## src/hdl/mvm_pkg.sv

```systemverilog
// ----------------------------------------------------------------------------
// mvm_pkg
// Shared types and constants of the matrix-vector multiply block: register
// indexes, configuration struct, command codes and result field widths.
// ----------------------------------------------------------------------------
package mvm_pkg;

    // configuration register file
    localparam int CFG_W     = 7;
    localparam int CFG_IDX_W = 2;

    localparam logic [CFG_IDX_W-1:0] REG_ROW_COUNT       = 2'd0;
    localparam logic [CFG_IDX_W-1:0] REG_COLUMN_COUNT    = 2'd1;
    localparam logic [CFG_IDX_W-1:0] REG_TRIANGULAR_MODE = 2'd2;

    localparam logic [CFG_W-1:0] ROW_COUNT_RESET    = 7'd64;
    localparam logic [CFG_W-1:0] COLUMN_COUNT_RESET = 7'd64;

    typedef struct packed {
        logic [CFG_W-1:0] row_count;
        logic [CFG_W-1:0] column_count;
        logic             triangular_mode;
    } cfg_t;

    // request kinds on the input tuser
    localparam logic REQ_VECTOR = 1'b0;
    localparam logic REQ_MATRIX = 1'b1;

    // command codes passed from front to back
    typedef enum logic [1:0] {
        OP_LOAD = 2'd0,
        OP_MAC  = 2'd1,
        OP_ERR  = 2'd2
    } op_t;

    typedef struct packed {
        op_t  op;
        logic acc_en;
        logic emit;
        logic last_row;
    } cmd_flags_t;

    localparam int CMD_FLAGS_W = $bits(cmd_flags_t);

    // result fields
    localparam int ACC_W       = 40;
    localparam int ROW_NUM_W   = 6;
    localparam int OUT_TDATA_W = ((ACC_W + ROW_NUM_W + 7) / 8) * 8;

    localparam logic STATUS_OK    = 1'b0;
    localparam logic STATUS_ERROR = 1'b1;

    // command queue
    localparam int QUEUE_DEPTH = 4;
    localparam int QUEUE_AW    = 2;

endpackage

```

## src/hdl/mvm_queue.sv

```systemverilog
// ----------------------------------------------------------------------------
// mvm_queue
// Short register queue that decouples the request front end from the
// multiply-accumulate back end.
// ----------------------------------------------------------------------------
module mvm_queue #(
    parameter int WIDTH = 32
) (
    input  logic                      clk,
    input  logic                      rst_n,
    input  logic                      push,
    input  logic [WIDTH-1:0]          push_data,
    input  logic                      pop,
    output logic [WIDTH-1:0]          pop_data,
    output logic                      not_empty,
    output logic                      full,
    output logic [mvm_pkg::QUEUE_AW:0] count
);
    import mvm_pkg::*;

    logic [WIDTH-1:0]    entry_reg [QUEUE_DEPTH];
    logic [QUEUE_AW-1:0] wr_ptr_reg;
    logic [QUEUE_AW-1:0] wr_ptr_next;
    logic [QUEUE_AW-1:0] rd_ptr_reg;
    logic [QUEUE_AW-1:0] rd_ptr_next;
    logic [QUEUE_AW:0]   count_reg;
    logic [QUEUE_AW:0]   count_next;

    // pointer and fill bookkeeping
    always_comb
    begin
        wr_ptr_next = push ? wr_ptr_reg + 1'b1 : wr_ptr_reg;
        rd_ptr_next = pop ? rd_ptr_reg + 1'b1 : rd_ptr_reg;
        count_next  = count_reg;
        if (push && !pop)
        begin
            count_next = count_reg + 1'b1;
        end
        else if (pop && !push)
        begin
            count_next = count_reg - 1'b1;
        end
    end

    always_ff @(posedge clk or negedge rst_n)
    begin
        if (!rst_n)
        begin
            wr_ptr_reg <= '0;
            rd_ptr_reg <= '0;
            count_reg  <= '0;
        end
        else
        begin
            wr_ptr_reg <= wr_ptr_next;
            rd_ptr_reg <= rd_ptr_next;
            count_reg  <= count_next;
        end
    end

    // storage, no reset needed
    always_ff @(posedge clk)
    begin
        if (push)
        begin
            entry_reg[wr_ptr_reg] <= push_data;
        end
    end

    assign pop_data  = entry_reg[rd_ptr_reg];
    assign not_empty = (count_reg != '0);
    assign full      = (count_reg == (QUEUE_AW+1)'(QUEUE_DEPTH));
    assign count     = count_reg;

endmodule

```

## src/hdl/mvm_front.sv

```systemverilog
// ----------------------------------------------------------------------------
// mvm_front
// Accepts requests, tracks vector fill and matrix position, and turns each
// request into a load, multiply-accumulate or error command for the back end.
// ----------------------------------------------------------------------------
module mvm_front #(
    parameter int MAX_DIM      = 64,
    parameter int ELEMENT_BITS = 16,
    parameter int IN_W         = ((ELEMENT_BITS + 7) / 8) * 8,
    parameter int IDX_W        = $clog2(MAX_DIM)
) (
    input  logic                                clk,
    input  logic                                rst_n,
    input  mvm_pkg::cfg_t                       cfg,
    // request channel
    input  logic                                s_tvalid,
    output logic                                s_tready,
    input  logic [IN_W-1:0]                     s_tdata,  // [element_value]
    input  logic                                s_tuser,  // [req_type]
    // command out
    input  logic                                q_full,
    output logic                                push,
    output mvm_pkg::cmd_flags_t                 cmd_flags,
    output logic [IDX_W-1:0]                    cmd_addr,
    output logic [mvm_pkg::ROW_NUM_W-1:0]       cmd_row,
    output logic signed [ELEMENT_BITS-1:0]      cmd_value
);
    import mvm_pkg::*;

    localparam int DIM_W = $clog2(MAX_DIM + 1);
    localparam int CMP_W = (DIM_W > CFG_W) ? DIM_W : CFG_W;

    logic [DIM_W-1:0] fill_reg;
    logic [DIM_W-1:0] fill_next;
    logic [IDX_W-1:0] row_reg;
    logic [IDX_W-1:0] row_next;
    logic [IDX_W-1:0] col_reg;
    logic [IDX_W-1:0] col_next;

    logic [CMP_W-1:0] rows_ext;
    logic [CMP_W-1:0] cols_ext;
    logic [CMP_W-1:0] rows_clamp;
    logic [CMP_W-1:0] cols_clamp;
    logic [DIM_W-1:0] rows;
    logic [DIM_W-1:0] cols;
    logic             fill_wrap;
    logic             mismatch;
    logic             last_col;
    logic             last_r;

    // sizes clamped to [1, MAX_DIM]
    always_comb
    begin
        rows_ext   = CMP_W'(cfg.row_count);
        cols_ext   = CMP_W'(cfg.column_count);
        rows_clamp = rows_ext;
        cols_clamp = cols_ext;
        if (rows_ext == '0)
        begin
            rows_clamp = CMP_W'(1);
        end
        else if (rows_ext > CMP_W'(MAX_DIM))
        begin
            rows_clamp = CMP_W'(MAX_DIM);
        end
        if (cols_ext == '0)
        begin
            cols_clamp = CMP_W'(1);
        end
        else if (cols_ext > CMP_W'(MAX_DIM))
        begin
            cols_clamp = CMP_W'(MAX_DIM);
        end
        rows = rows_clamp[DIM_W-1:0];
        cols = cols_clamp[DIM_W-1:0];
    end

    // request classification
    always_comb
    begin
        fill_wrap = (fill_reg >= cols);
        mismatch  = (fill_reg != cols) || (cfg.triangular_mode && (rows != cols));
        last_col  = ((DIM_W'(col_reg) + 1'b1) >= cols);
        last_r    = ((DIM_W'(row_reg) + 1'b1) >= rows);
    end

    assign s_tready = !q_full;
    assign push     = s_tvalid && !q_full;

    // command and next position
    always_comb
    begin
        fill_next          = fill_reg;
        row_next           = row_reg;
        col_next           = col_reg;
        cmd_flags.op       = OP_MAC;
        cmd_flags.acc_en   = 1'b0;
        cmd_flags.emit     = 1'b0;
        cmd_flags.last_row = 1'b0;
        cmd_addr           = col_reg;
        cmd_row            = ROW_NUM_W'(row_reg);
        cmd_value          = s_tdata[ELEMENT_BITS-1:0];
        if (s_tuser == REQ_VECTOR)
        begin
            // vector element: store and restart the matrix position
            cmd_flags.op = OP_LOAD;
            if (fill_wrap)
            begin
                cmd_addr  = '0;
                fill_next = DIM_W'(1);
            end
            else
            begin
                cmd_addr  = fill_reg[IDX_W-1:0];
                fill_next = fill_reg + 1'b1;
            end
            row_next = '0;
            col_next = '0;
        end
        else if (mismatch)
        begin
            cmd_flags.op = OP_ERR;
        end
        else
        begin
            cmd_flags.acc_en   = (DIM_W'(col_reg) < cols) &&
                                 (!cfg.triangular_mode || (col_reg < row_reg));
            cmd_flags.emit     = last_col;
            cmd_flags.last_row = last_r;
            if (last_col)
            begin
                col_next = '0;
                row_next = last_r ? '0 : row_reg + 1'b1;
            end
            else
            begin
                col_next = col_reg + 1'b1;
            end
        end
    end

    always_ff @(posedge clk or negedge rst_n)
    begin
        if (!rst_n)
        begin
            fill_reg <= '0;
            row_reg  <= '0;
            col_reg  <= '0;
        end
        else if (push)
        begin
            fill_reg <= fill_next;
            row_reg  <= row_next;
            col_reg  <= col_next;
        end
    end

endmodule

```

## src/hdl/mvm_back.sv

```systemverilog
// ----------------------------------------------------------------------------
// mvm_back
// Executes commands: vector store writes, store read, multiply, saturating
// accumulate and the result output register. Three stages, one stall enable.
// ----------------------------------------------------------------------------
module mvm_back #(
    parameter int MAX_DIM      = 64,
    parameter int ELEMENT_BITS = 16,
    parameter int IDX_W        = $clog2(MAX_DIM)
) (
    input  logic                                clk,
    input  logic                                rst_n,
    // command in
    input  logic                                q_valid,
    output logic                                pop,
    input  mvm_pkg::cmd_flags_t                 cmd_flags,
    input  logic [IDX_W-1:0]                    cmd_addr,
    input  logic [mvm_pkg::ROW_NUM_W-1:0]       cmd_row,
    input  logic signed [ELEMENT_BITS-1:0]      cmd_value,
    // result out
    output logic                                out_valid,
    input  logic                                out_ready,
    output logic signed [mvm_pkg::ACC_W-1:0]    out_result,
    output logic [mvm_pkg::ROW_NUM_W-1:0]       out_row,
    output logic                                out_last,
    output logic                                out_status
);
    import mvm_pkg::*;

    localparam int PROD_W = 2 * ELEMENT_BITS;
    localparam int SUM_W  = ((PROD_W > ACC_W) ? PROD_W : ACC_W) + 1;
    localparam logic signed [SUM_W-1:0] SAT_MAX =
        {{(SUM_W-ACC_W+1){1'b0}}, {(ACC_W-1){1'b1}}};
    localparam logic signed [SUM_W-1:0] SAT_MIN =
        {{(SUM_W-ACC_W+1){1'b1}}, {(ACC_W-1){1'b0}}};

    logic signed [ELEMENT_BITS-1:0] vec_mem [MAX_DIM];

    logic                           advance;

    // stage 1: store access
    logic                           s1_valid_reg;
    cmd_flags_t                     s1_flags_reg;
    logic [ROW_NUM_W-1:0]           s1_row_reg;
    logic signed [ELEMENT_BITS-1:0] s1_value_reg;
    logic signed [ELEMENT_BITS-1:0] s1_vec_reg;

    // stage 2: product
    logic                           s2_valid_reg;
    cmd_flags_t                     s2_flags_reg;
    logic [ROW_NUM_W-1:0]           s2_row_reg;
    logic signed [PROD_W-1:0]       s2_prod_reg;

    // stage 3: accumulator and output
    logic signed [ACC_W-1:0]        acc_reg;
    logic signed [ACC_W-1:0]        acc_next;
    logic                           out_valid_reg;
    logic                           out_valid_next;
    logic signed [ACC_W-1:0]        out_result_reg;
    logic signed [ACC_W-1:0]        out_result_next;
    logic [ROW_NUM_W-1:0]           out_row_reg;
    logic [ROW_NUM_W-1:0]           out_row_next;
    logic                           out_last_reg;
    logic                           out_last_next;
    logic                           out_status_reg;
    logic                           out_status_next;

    logic signed [SUM_W-1:0]        acc_ext;
    logic signed [SUM_W-1:0]        prod_ext;
    logic signed [SUM_W-1:0]        sum_raw;
    logic signed [ACC_W-1:0]        sum_sat;

    // whole pipe moves unless a result is waiting on the receiver
    assign advance = !out_valid_reg || out_ready;
    assign pop     = advance && q_valid;

    // vector store: one write and one registered read per cycle while the pipe advances
    always_ff @(posedge clk)
    begin
        if (pop && (cmd_flags.op == OP_LOAD))
        begin
            vec_mem[cmd_addr] <= cmd_value;
        end
        if (advance)
        begin
            s1_vec_reg   <= vec_mem[cmd_addr];
            s1_flags_reg <= cmd_flags;
            s1_row_reg   <= cmd_row;
            s1_value_reg <= cmd_value;
            s2_flags_reg <= s1_flags_reg;
            s2_row_reg   <= s1_row_reg;
            s2_prod_reg  <= s1_value_reg * s1_vec_reg;
        end
    end

    always_ff @(posedge clk or negedge rst_n)
    begin
        if (!rst_n)
        begin
            s1_valid_reg <= 1'b0;
            s2_valid_reg <= 1'b0;
        end
        else if (advance)
        begin
            s1_valid_reg <= q_valid;
            s2_valid_reg <= s1_valid_reg;
        end
    end

    // saturating add of the product
    always_comb
    begin
        acc_ext  = {{(SUM_W-ACC_W){acc_reg[ACC_W-1]}}, acc_reg};
        prod_ext = {{(SUM_W-PROD_W){s2_prod_reg[PROD_W-1]}}, s2_prod_reg};
        sum_raw  = s2_flags_reg.acc_en ? acc_ext + prod_ext : acc_ext;
        if (sum_raw > SAT_MAX)
        begin
            sum_sat = SAT_MAX[ACC_W-1:0];
        end
        else if (sum_raw < SAT_MIN)
        begin
            sum_sat = SAT_MIN[ACC_W-1:0];
        end
        else
        begin
            sum_sat = sum_raw[ACC_W-1:0];
        end
    end

    // accumulator and result selection
    always_comb
    begin
        acc_next        = acc_reg;
        out_valid_next  = 1'b0;
        out_result_next = out_result_reg;
        out_row_next    = out_row_reg;
        out_last_next   = out_last_reg;
        out_status_next = out_status_reg;
        if (s2_valid_reg)
        begin
            case (s2_flags_reg.op)
                OP_LOAD:
                begin
                    acc_next = '0;
                end
                OP_MAC:
                begin
                    if (s2_flags_reg.emit)
                    begin
                        acc_next        = '0;
                        out_valid_next  = 1'b1;
                        out_result_next = sum_sat;
                        out_row_next    = s2_row_reg;
                        out_last_next   = s2_flags_reg.last_row;
                        out_status_next = STATUS_OK;
                    end
                    else
                    begin
                        acc_next = sum_sat;
                    end
                end
                OP_ERR:
                begin
                    out_valid_next  = 1'b1;
                    out_result_next = '0;
                    out_row_next    = s2_row_reg;
                    out_last_next   = 1'b0;
                    out_status_next = STATUS_ERROR;
                end
                default:
                begin
                    acc_next = acc_reg;
                end
            endcase
        end
    end

    always_ff @(posedge clk or negedge rst_n)
    begin
        if (!rst_n)
        begin
            acc_reg       <= '0;
            out_valid_reg <= 1'b0;
        end
        else if (advance)
        begin
            acc_reg       <= acc_next;
            out_valid_reg <= out_valid_next;
        end
    end

    always_ff @(posedge clk)
    begin
        if (advance)
        begin
            out_result_reg <= out_result_next;
            out_row_reg    <= out_row_next;
            out_last_reg   <= out_last_next;
            out_status_reg <= out_status_next;
        end
    end

    assign out_valid  = out_valid_reg;
    assign out_result = out_result_reg;
    assign out_row    = out_row_reg;
    assign out_last   = out_last_reg;
    assign out_status = out_status_reg;

endmodule

```

## src/hdl/matrix_vector_multiply.sv

```systemverilog
// ----------------------------------------------------------------------------
// matrix_vector_multiply
// Dense or strictly lower triangular product b = A*x in Q4.12 with a
// saturating Q16.24 accumulator.
// ----------------------------------------------------------------------------
// Usage:
//   Write row_count, column_count and triangular_mode on the cfg port while
//   the block is idle. Then send the vector x as requests with tuser = 0,
//   one element each, followed by the matrix in row-major order with
//   tuser = 1. One result leaves on the m_ channel at the last column of
//   each row (tlast marks the final row), or right away for a matrix request
//   that arrives before the vector is complete or, in triangular mode, for a
//   non-square size (tuser = 1, result zero).
// Throughput: one request per cycle unless a result waits on the receiver.
//   The front end classifies requests combinationally; the back end does one
//   store access, one multiply and one accumulate per cycle in three stages.
// Path: queue, store read, product and output registers, in that order.
// Reset: position, fill count and accumulator clear at once; the vector
//   store is not cleared and needs a full vector load before use.
// Stall: a waiting result holds the back end; the 4-entry command queue
//   then fills and s_tready drops.
// ----------------------------------------------------------------------------
module matrix_vector_multiply #(
    parameter int MAX_DIM      = 64,
    parameter int ELEMENT_BITS = 16
) (
    input  logic                                  clk,
    input  logic                                  rst_n,
    // configuration
    input  logic                                  cfg_we,
    input  logic [mvm_pkg::CFG_IDX_W-1:0]         cfg_index,
    input  logic [mvm_pkg::CFG_W-1:0]             cfg_data,
    // request channel
    input  logic                                  s_tvalid,
    output logic                                  s_tready,
    input  logic [((ELEMENT_BITS+7)/8)*8-1:0]     s_tdata,  // [element_value]
    input  logic                                  s_tuser,  // [req_type]
    // result channel
    output logic                                  m_tvalid,
    input  logic                                  m_tready,
    output logic [mvm_pkg::OUT_TDATA_W-1:0]       m_tdata,  // [row_result, row_number]
    output logic                                  m_tlast,  // last_row
    output logic                                  m_tuser   // [status]
);
    import mvm_pkg::*;

    localparam int IN_W  = ((ELEMENT_BITS + 7) / 8) * 8;
    localparam int IDX_W = $clog2(MAX_DIM);
    localparam int CMD_W = CMD_FLAGS_W + IDX_W + ROW_NUM_W + ELEMENT_BITS;

    cfg_t                           cfg_reg;
    cfg_t                           cfg_next;

    logic                           push;
    logic                           pop;
    logic                           q_full;
    logic                           q_valid;
    logic [QUEUE_AW:0]              q_count;
    logic [CMD_W-1:0]               q_in;
    logic [CMD_W-1:0]               q_out;

    cmd_flags_t                     f_flags;
    logic [IDX_W-1:0]               f_addr;
    logic [ROW_NUM_W-1:0]           f_row;
    logic signed [ELEMENT_BITS-1:0] f_value;

    cmd_flags_t                     b_flags;
    logic [IDX_W-1:0]               b_addr;
    logic [ROW_NUM_W-1:0]           b_row;
    logic signed [ELEMENT_BITS-1:0] b_value;

    logic signed [ACC_W-1:0]        res_value;
    logic [ROW_NUM_W-1:0]           res_row;

    // configuration registers
    always_comb
    begin
        cfg_next = cfg_reg;
        if (cfg_we)
        begin
            case (cfg_index)
                REG_ROW_COUNT:       cfg_next.row_count       = cfg_data;
                REG_COLUMN_COUNT:    cfg_next.column_count    = cfg_data;
                REG_TRIANGULAR_MODE: cfg_next.triangular_mode = cfg_data[0];
                default:             cfg_next = cfg_reg;
            endcase
        end
    end

    always_ff @(posedge clk or negedge rst_n)
    begin
        if (!rst_n)
        begin
            cfg_reg.row_count       <= ROW_COUNT_RESET;
            cfg_reg.column_count    <= COLUMN_COUNT_RESET;
            cfg_reg.triangular_mode <= 1'b0;
        end
        else
        begin
            cfg_reg <= cfg_next;
        end
    end

    // front end
    mvm_front #(
        .MAX_DIM      (MAX_DIM),
        .ELEMENT_BITS (ELEMENT_BITS),
        .IN_W         (IN_W),
        .IDX_W        (IDX_W)
    ) u_front (
        .clk       (clk),
        .rst_n     (rst_n),
        .cfg       (cfg_reg),
        .s_tvalid  (s_tvalid),
        .s_tready  (s_tready),
        .s_tdata   (s_tdata),
        .s_tuser   (s_tuser),
        .q_full    (q_full),
        .push      (push),
        .cmd_flags (f_flags),
        .cmd_addr  (f_addr),
        .cmd_row   (f_row),
        .cmd_value (f_value)
    );

    // command queue
    assign q_in = {f_flags, f_addr, f_row, f_value};

    mvm_queue #(
        .WIDTH (CMD_W)
    ) u_queue (
        .clk       (clk),
        .rst_n     (rst_n),
        .push      (push),
        .push_data (q_in),
        .pop       (pop),
        .pop_data  (q_out),
        .not_empty (q_valid),
        .full      (q_full),
        .count     (q_count)
    );

    assign {b_flags, b_addr, b_row, b_value} = q_out;

    // back end
    mvm_back #(
        .MAX_DIM      (MAX_DIM),
        .ELEMENT_BITS (ELEMENT_BITS),
        .IDX_W        (IDX_W)
    ) u_back (
        .clk        (clk),
        .rst_n      (rst_n),
        .q_valid    (q_valid),
        .pop        (pop),
        .cmd_flags  (b_flags),
        .cmd_addr   (b_addr),
        .cmd_row    (b_row),
        .cmd_value  (b_value),
        .out_valid  (m_tvalid),
        .out_ready  (m_tready),
        .out_result (res_value),
        .out_row    (res_row),
        .out_last   (m_tlast),
        .out_status (m_tuser)
    );

    assign m_tdata = {{(OUT_TDATA_W-ACC_W-ROW_NUM_W){1'b0}}, res_row, res_value};

    // checks
    a_err_result_zero: assert property (@(posedge clk) disable iff (!rst_n)
        (m_tvalid && (m_tuser == STATUS_ERROR)) |-> (!m_tlast && (res_value == '0)))
        else $error("error result carries data or last flag");

    a_ready_only_when_room: assert property (@(posedge clk) disable iff (!rst_n)
        !s_tready |-> (q_count == (QUEUE_AW+1)'(QUEUE_DEPTH)))
        else $error("request channel stalled with room in queue");

    a_queue_no_overflow: assert property (@(posedge clk) disable iff (!rst_n)
        (q_count == (QUEUE_AW+1)'(QUEUE_DEPTH)) && !pop |=> !(push && !pop) || q_full)
        else $error("command queue overflow");

    a_pop_needs_data: assert property (@(posedge clk) disable iff (!rst_n)
        pop |-> (q_count != '0))
        else $error("command popped from empty queue");

endmodule

```

## config.mk

```make
export PLATFORM = sky130hd
export DESIGN_NAME = matrix_vector_multiply
export DESIGN_NICKNAME = d
export VERILOG_FILES = /design/src/hdl/mvm_pkg.sv /design/src/hdl/mvm_queue.sv /design/src/hdl/mvm_front.sv /design/src/hdl/mvm_back.sv /design/src/hdl/matrix_vector_multiply.sv
export SDC_FILE = /design/constraint.sdc
export NUM_CORES = 2
export LEC_CHECK = 0
export ABC_CLOCK_PERIOD_IN_PS = 7900
export BUFFER_PORTS_ARGS = -buffer_cell sky130_fd_sc_hd__buf_2
export CAP_MARGIN = 10
export CORE_MARGIN = 2
export CORE_UTILIZATION = 30
export DETAILED_ROUTE_END_ITERATION = 6
export SLEW_MARGIN = 15
export SYNTH_ARGS = -nofsm -noshare
export SYNTH_HDL_FRONTEND = slang
export SYNTH_SLANG_ARGS = --single-unit
export TNS_END_PERCENT = 1
```

## constraint.sdc

```tcl
create_clock -name clk -period 7.9 [get_ports clk]
set_clock_uncertainty 0.05 [all_clocks]
set_input_delay 1.58 -clock clk [delete_from_list [all_inputs] [get_ports clk]]
set_output_delay 1.58 -clock clk [all_outputs]
set_load 0.05 [all_outputs]
```

* Yosys cells after proc, flatten, opt, wreduce, memory -nomap -nowiden *
Memories as Yosys holds them, arrays and structs flattened. A register that Yosys moved wholly into a read port is not among the register bits.
Index checks and enable logic that the tools add are counted.

cells by class
  multiplexer cells = 40
  add/subtract/negate cells = 10
  divide/modulo/power cells = 0
  shift operators = 0
  bitwise logic cells = 1
  magnitude comparators = 9
  equality and inequality tests = 10
  multiply operators = 1
  reduce and logical (&&, ||, !) cells = 32

operators by type and width
  operator              number
  $mux 40               4
  $pmux 40 s2           2
  $mux 6                10
  $add 40x32->41        1
  $gt 41x40->1 const B  1
  $lt 41x40->1 const B  1
  $mux 41               1
  $mux 7                5
  $mul 16x16->32        1
  $ge 7x7->1            3
  $add 6x1->7 const B   2
  $gt 7x7->1 const B    2
  $logic_not 7->1       2
  $ne 7x7->1            2
  $add 6x1->6 const B   2
  $mux 3                4
  $pmux 6 s2            1
  $reduce_and 2->1      5
  $mux 1                8
  $add 7x1->7 const B   1
  $logic_and 1x1->1     7
  $lt 6x7->1            1
  $logic_not 2->1       3
  $lt 6x6->1            1
  17 further kinds      33

storage, ports and cells
  register bits = 202
  memories kept = 2
  bits in writable memories = 1156
  memory bits (read-only) = 0
  bits in latches = 0

memory list
  memory             depth  bits a word  rd ports  clocked after memory_dff  write ports  RTL line         source
  u_back.vec_mem     64     16           1         1                         1            mvm_back.sv:37   logic signed [ELEMENT_BITS-1:0] vec_mem [MAX_DIM];
  u_queue.entry_reg  4      33           1         0                         1            mvm_queue.sv:21  logic [WIDTH-1:0] entry_reg [QUEUE_DEPTH];

* Logic depth before layout (Yosys ltp) *
  word-level depth = 8
  mapped depth = 24
  gate-level depth less buffers = 23

* Hierarchy *
From an unflattened synthesis, not the netlist that was laid out.

unflattened totals
  cells, all modules = 4290
  area total of the unflattened synthesis = 63698.6 um^2

by module, submodules not included
  module                  cells an instance  area each (um^2)  times used
  mvm_back                3776               55644.6           1
  mvm_queue               207                5208.7            1
  mvm_front               271                2242.2            1
  matrix_vector_multiply  36                 603.1             1

* Worst setup path before layout *
No wires, ideal clock.

  path type = in2reg
  start point = input m_tready
  end point = register u_back.out_last_reg, in the netlist u_back.out_last (enable)
  path slack = 962 ps
  stages on the path = 4
  arrival time = 6434 ps
  data required time = 7396 ps
  cell sequence = nand2b_1 clkbuf_1 nand2_1 nor2_1

on the way
  cells in the longest elaborated chain, start to end = 2

ends and longest elaborated chain
  element                     RTL line                      source
  from (decl)                 matrix_vector_multiply.sv:40  input logic m_tready,
  $logic_or 1x1->1            mvm_back.sv:74                assign advance = !out_valid_reg || out_ready;
  net u_back.advance          mvm_back.sv:39                logic advance;
  $reduce_and 4->1 (no line)  n/a
  to (signal assigned)        mvm_back.sv:198               out_last_reg <= out_last_next;
  to (decl)                   mvm_back.sv:63                logic out_last_reg;

The timed path passes the listed nets, and every way through them passes these cells.
A chain may end at the register's enable or synchronous reset.

* Worst setup path in the final report *
  start point = register u_back.s1_value_reg[7]
  end point = register u_back.s2_prod_reg[29], data pin

on the way
  cells in the longest elaborated chain, start to end = 1

ends and longest elaborated chain
  element                 RTL line        source
  from (decl)             mvm_back.sv:45  logic signed [ELEMENT_BITS-1:0] s1_value_reg;
  from (signal assigned)  mvm_back.sv:89  s1_value_reg <= cmd_value;
  $mul 16x16->32          mvm_back.sv:92  s2_prod_reg <= s1_value_reg * s1_vec_reg;
  to (signal assigned)    mvm_back.sv:92
  to (decl)               mvm_back.sv:52  logic signed [PROD_W-1:0] s2_prod_reg;

Every way passes these cells.

==> results_dict.tcl <==
set metrics [dict create \
    ant_nets 0 \
    worst_ep_arrival_time_ns 7.37 \
    vias 40267 \
    finalWeightedCongestion 0.8792 \
    overflow 0 \
    cp-end-kind "flop" \
    first_pass_iters 6 \
    hpwlAfterDp_um 114800 \
    grtUsageTotal_pct 16.32 \
    synth_area_um2 65050 \
    io_pins 83 \
    cts_buffer_depth 3 \
    core_region_area_um2 215000 \
    crit_path_max_fanout 16 \
    max_slew.worst_pin.slew_ns 1.250 \
    clock_latency_ns 0.79 \
    via_per_inst 5.194 \
    drtIter0Drc 4474 \
    cts_root_buf "clkbuf_16" \
    initial_core_util_pct 30.25 \
    grt_pass1_wl_um 271100 \
    fp.dieW_um 469.7 \
    met1_usage_pct 22.14 \
    gr-usage-met2_pct 26.02 \
    multi_input_area_um2 22000 \
    layout_commonest_cell "edfxtp_1" \
    use_met3_pct 3.171 \
    fillers 20582 \
    ys_warn_count 0 \
    final_util_pct 34.34 \
    grt_start_max_net_pins 68 \
    ys_ff_latch 1374 \
    cap_violations 0 \
    whs_ns 0.3699 \
    hold_buffers 0 \
    numClockSinks 1374 \
    seqCellArea_um2 40840 \
    antenna_found_initial 13 \
    avgSynthCellArea_um2 13.98 \
    post-cts-setup-buffers 0 \
    rsz0062_at_grt "false" \
    path_clk_slew_ns 0.06 \
    worstPathRequired_ns 8.37 \
    htree_levels 4 \
    fin_crit_ns 6.899 \
    cts_buffers 141 \
    syn_inst 4653 \
    cts_tree "built" \
    nNetsFinal 5264 \
    synth_ff_type "edfxtp_1" \
    max_slew_margin_pct 15.87 \
    post-route-period-util_pct 87.33 \
    start_kind "flop" \
    slew_violations 0 \
    die_area_um2 220600 \
    crit_type "flop to flop" \
    io_buffers 80 \
    post_cts_resized 0 \
    gr-max-usage-layer "met2" \
    row_count 170 \
    drt-total-wl_um 184100 \
    wl_per_cell_um 23.74 \
    syn_to_final_growth_pct 13.53 \
    synth_edf_count 1290 \
    synth_cell_types 93 \
    die_h_um 469.7 \
    route.detailed.drc 0 \
    largest_reg_flops 1024 \
    fmax_mhz 144.9 \
    final-setup-viol-count 0 \
    drive_gt1_share_pct 11.87 \
    finalHoldViolCount 0 \
    grt_pass1_vias 40122 \
    tns_ns 0 \
    outcome "finished clean" \
    hold_class "flop to flop" \
    async_flop_share_pct 6.114 \
    ys_seq_area_share_pct 62.79 \
    final_cell_mix "1290 x edfxtp_1, 540 x nand2_1, 346 x inv_1" \
]
==> routing by layer <==
| metal | share of wire (%) | vias up |
|---|---|---|
| li1 | - | 17478 |
| met3 | 8.9 | 341 |
| met4 | 3.6 | 8 |
| met2 | 46 | 1863 |
| met1 | 42 | 20577 |
| met5 | 0.030 | - |
==> final timing paths <==
check | slack, ns | from | cells after the start | to
max | 1.00 | u_back.s1_value_reg[7] | 23 | u_back.s2_prod_reg[29]
min | 0.37 | u_back.s2_row_reg[4] | 0 | u_back.out_row[4]
max reg2reg | 1.00 | u_back.s1_value_reg[7] | 23 | u_back.s2_prod_reg[29]
min reg2reg | 0.37 | u_back.s2_row_reg[4] | 0 | u_back.out_row[4]
max in group asynchronous | 5.87 | rst_n | 2 | cfg_reg[13]
min in group asynchronous | 0.64 | rst_n | 1 | u_back.acc_reg[26]
==> stage by stage <==
| step | setup slack [ns] | instance area [µm²] | std cells |
|---|---|---|---|
| floorplan | 0.9620 | 65050 | 4654 |
| global placement | 1.080 | 69350 | 7499 |
| detailed placement | 1.061 | 69350 | 7499 |
| CTS | 1.042 | 73840 | 7749 |
| global route | 0.6975 | 73840 | 7751 |
| finish | 1.001 | 73850 | 7753 |
==> critical path, stage by stage (launching register included) <==
cell,delay [ns]
edfxtp_1,0.73
nand2_1,0.16
fa_1,0.56
inv_1,0.05
fa_1,0.50
inv_1,0.06
fa_1,0.52
inv_1,0.05
fa_1,0.49
fa_1,0.51
inv_1,0.05
fa_1,0.48
inv_1,0.04
ha_1,0.34
a21oi_1,0.21
o21ai_0,0.14
a21o_1,0.20
a21oi_1,0.24
o21a_1,0.17
a21oi_1,0.09
o32ai_1,0.39
nor2b_1,0.12
o2111a_1,0.26
a211o_1,0.23
==> kinds of logic after synthesis <==
| kind of cell | count (synthesis) | share of synthesized area [%] |
|---|---|---|
| other | 1 | 0.005765 |
| AND/OR/NAND/NOR | 1040 | 7.223 |
| AO/OA/AOI/OAI | 1011 | 10.58 |
| adder cells (fa/ha/maj) | 429 | 11.30 |
| multiplexers | 135 | 3.328 |
| flip-flops | 1374 | 62.79 |
| buffers and inverters | 577 | 3.622 |
| XOR/XNOR | 86 | 1.158 |
==> cell type report <==
cell class                      instances  area share [%]
Timing Repair Buffer                  237           2.243
Antenna cell                            4         0.01355
Clock buffer                          183           5.147
Inverter                              347           1.764
Tap cell                             2838           4.808
Sequential cell                      1374           55.31
Multi-Input combinational cell       2703           29.79
Clock inverter                         67          0.9268
==> synthesized netlist by cell type (30+ instances only) <==
cell type,count,area [µm²]
edfxtp_1,1290,38740
clkbuf_1,105,394.1
buf_2,74,370.4
nand2_1,540,2027
a22oi_1,187,1404
dfrtp_1,82,2052
fa_1,264,5285
nand3_1,37,185.2
ha_1,165,2064
and2_1,127,794.5
a21oi_1,296,1481
a21o_1,41,307.8
a221oi_1,56,490.5
a211oi_1,52,390.4
a22o_1,38,332.8
buf_1,30,112.6
o21ai_0,84,420.4
inv_1,346,1299
mux2i_1,34,340.3
nor2_1,185,694.4
o22ai_1,33,206.5
a31oi_1,43,269.0
mux2_2,37,416.7
mux4_2,59,1329
xnor2_1,64,560.5
Power is not shown: default switching activity piles up to over one toggle a cycle in this logic, so the estimate is an artifact.
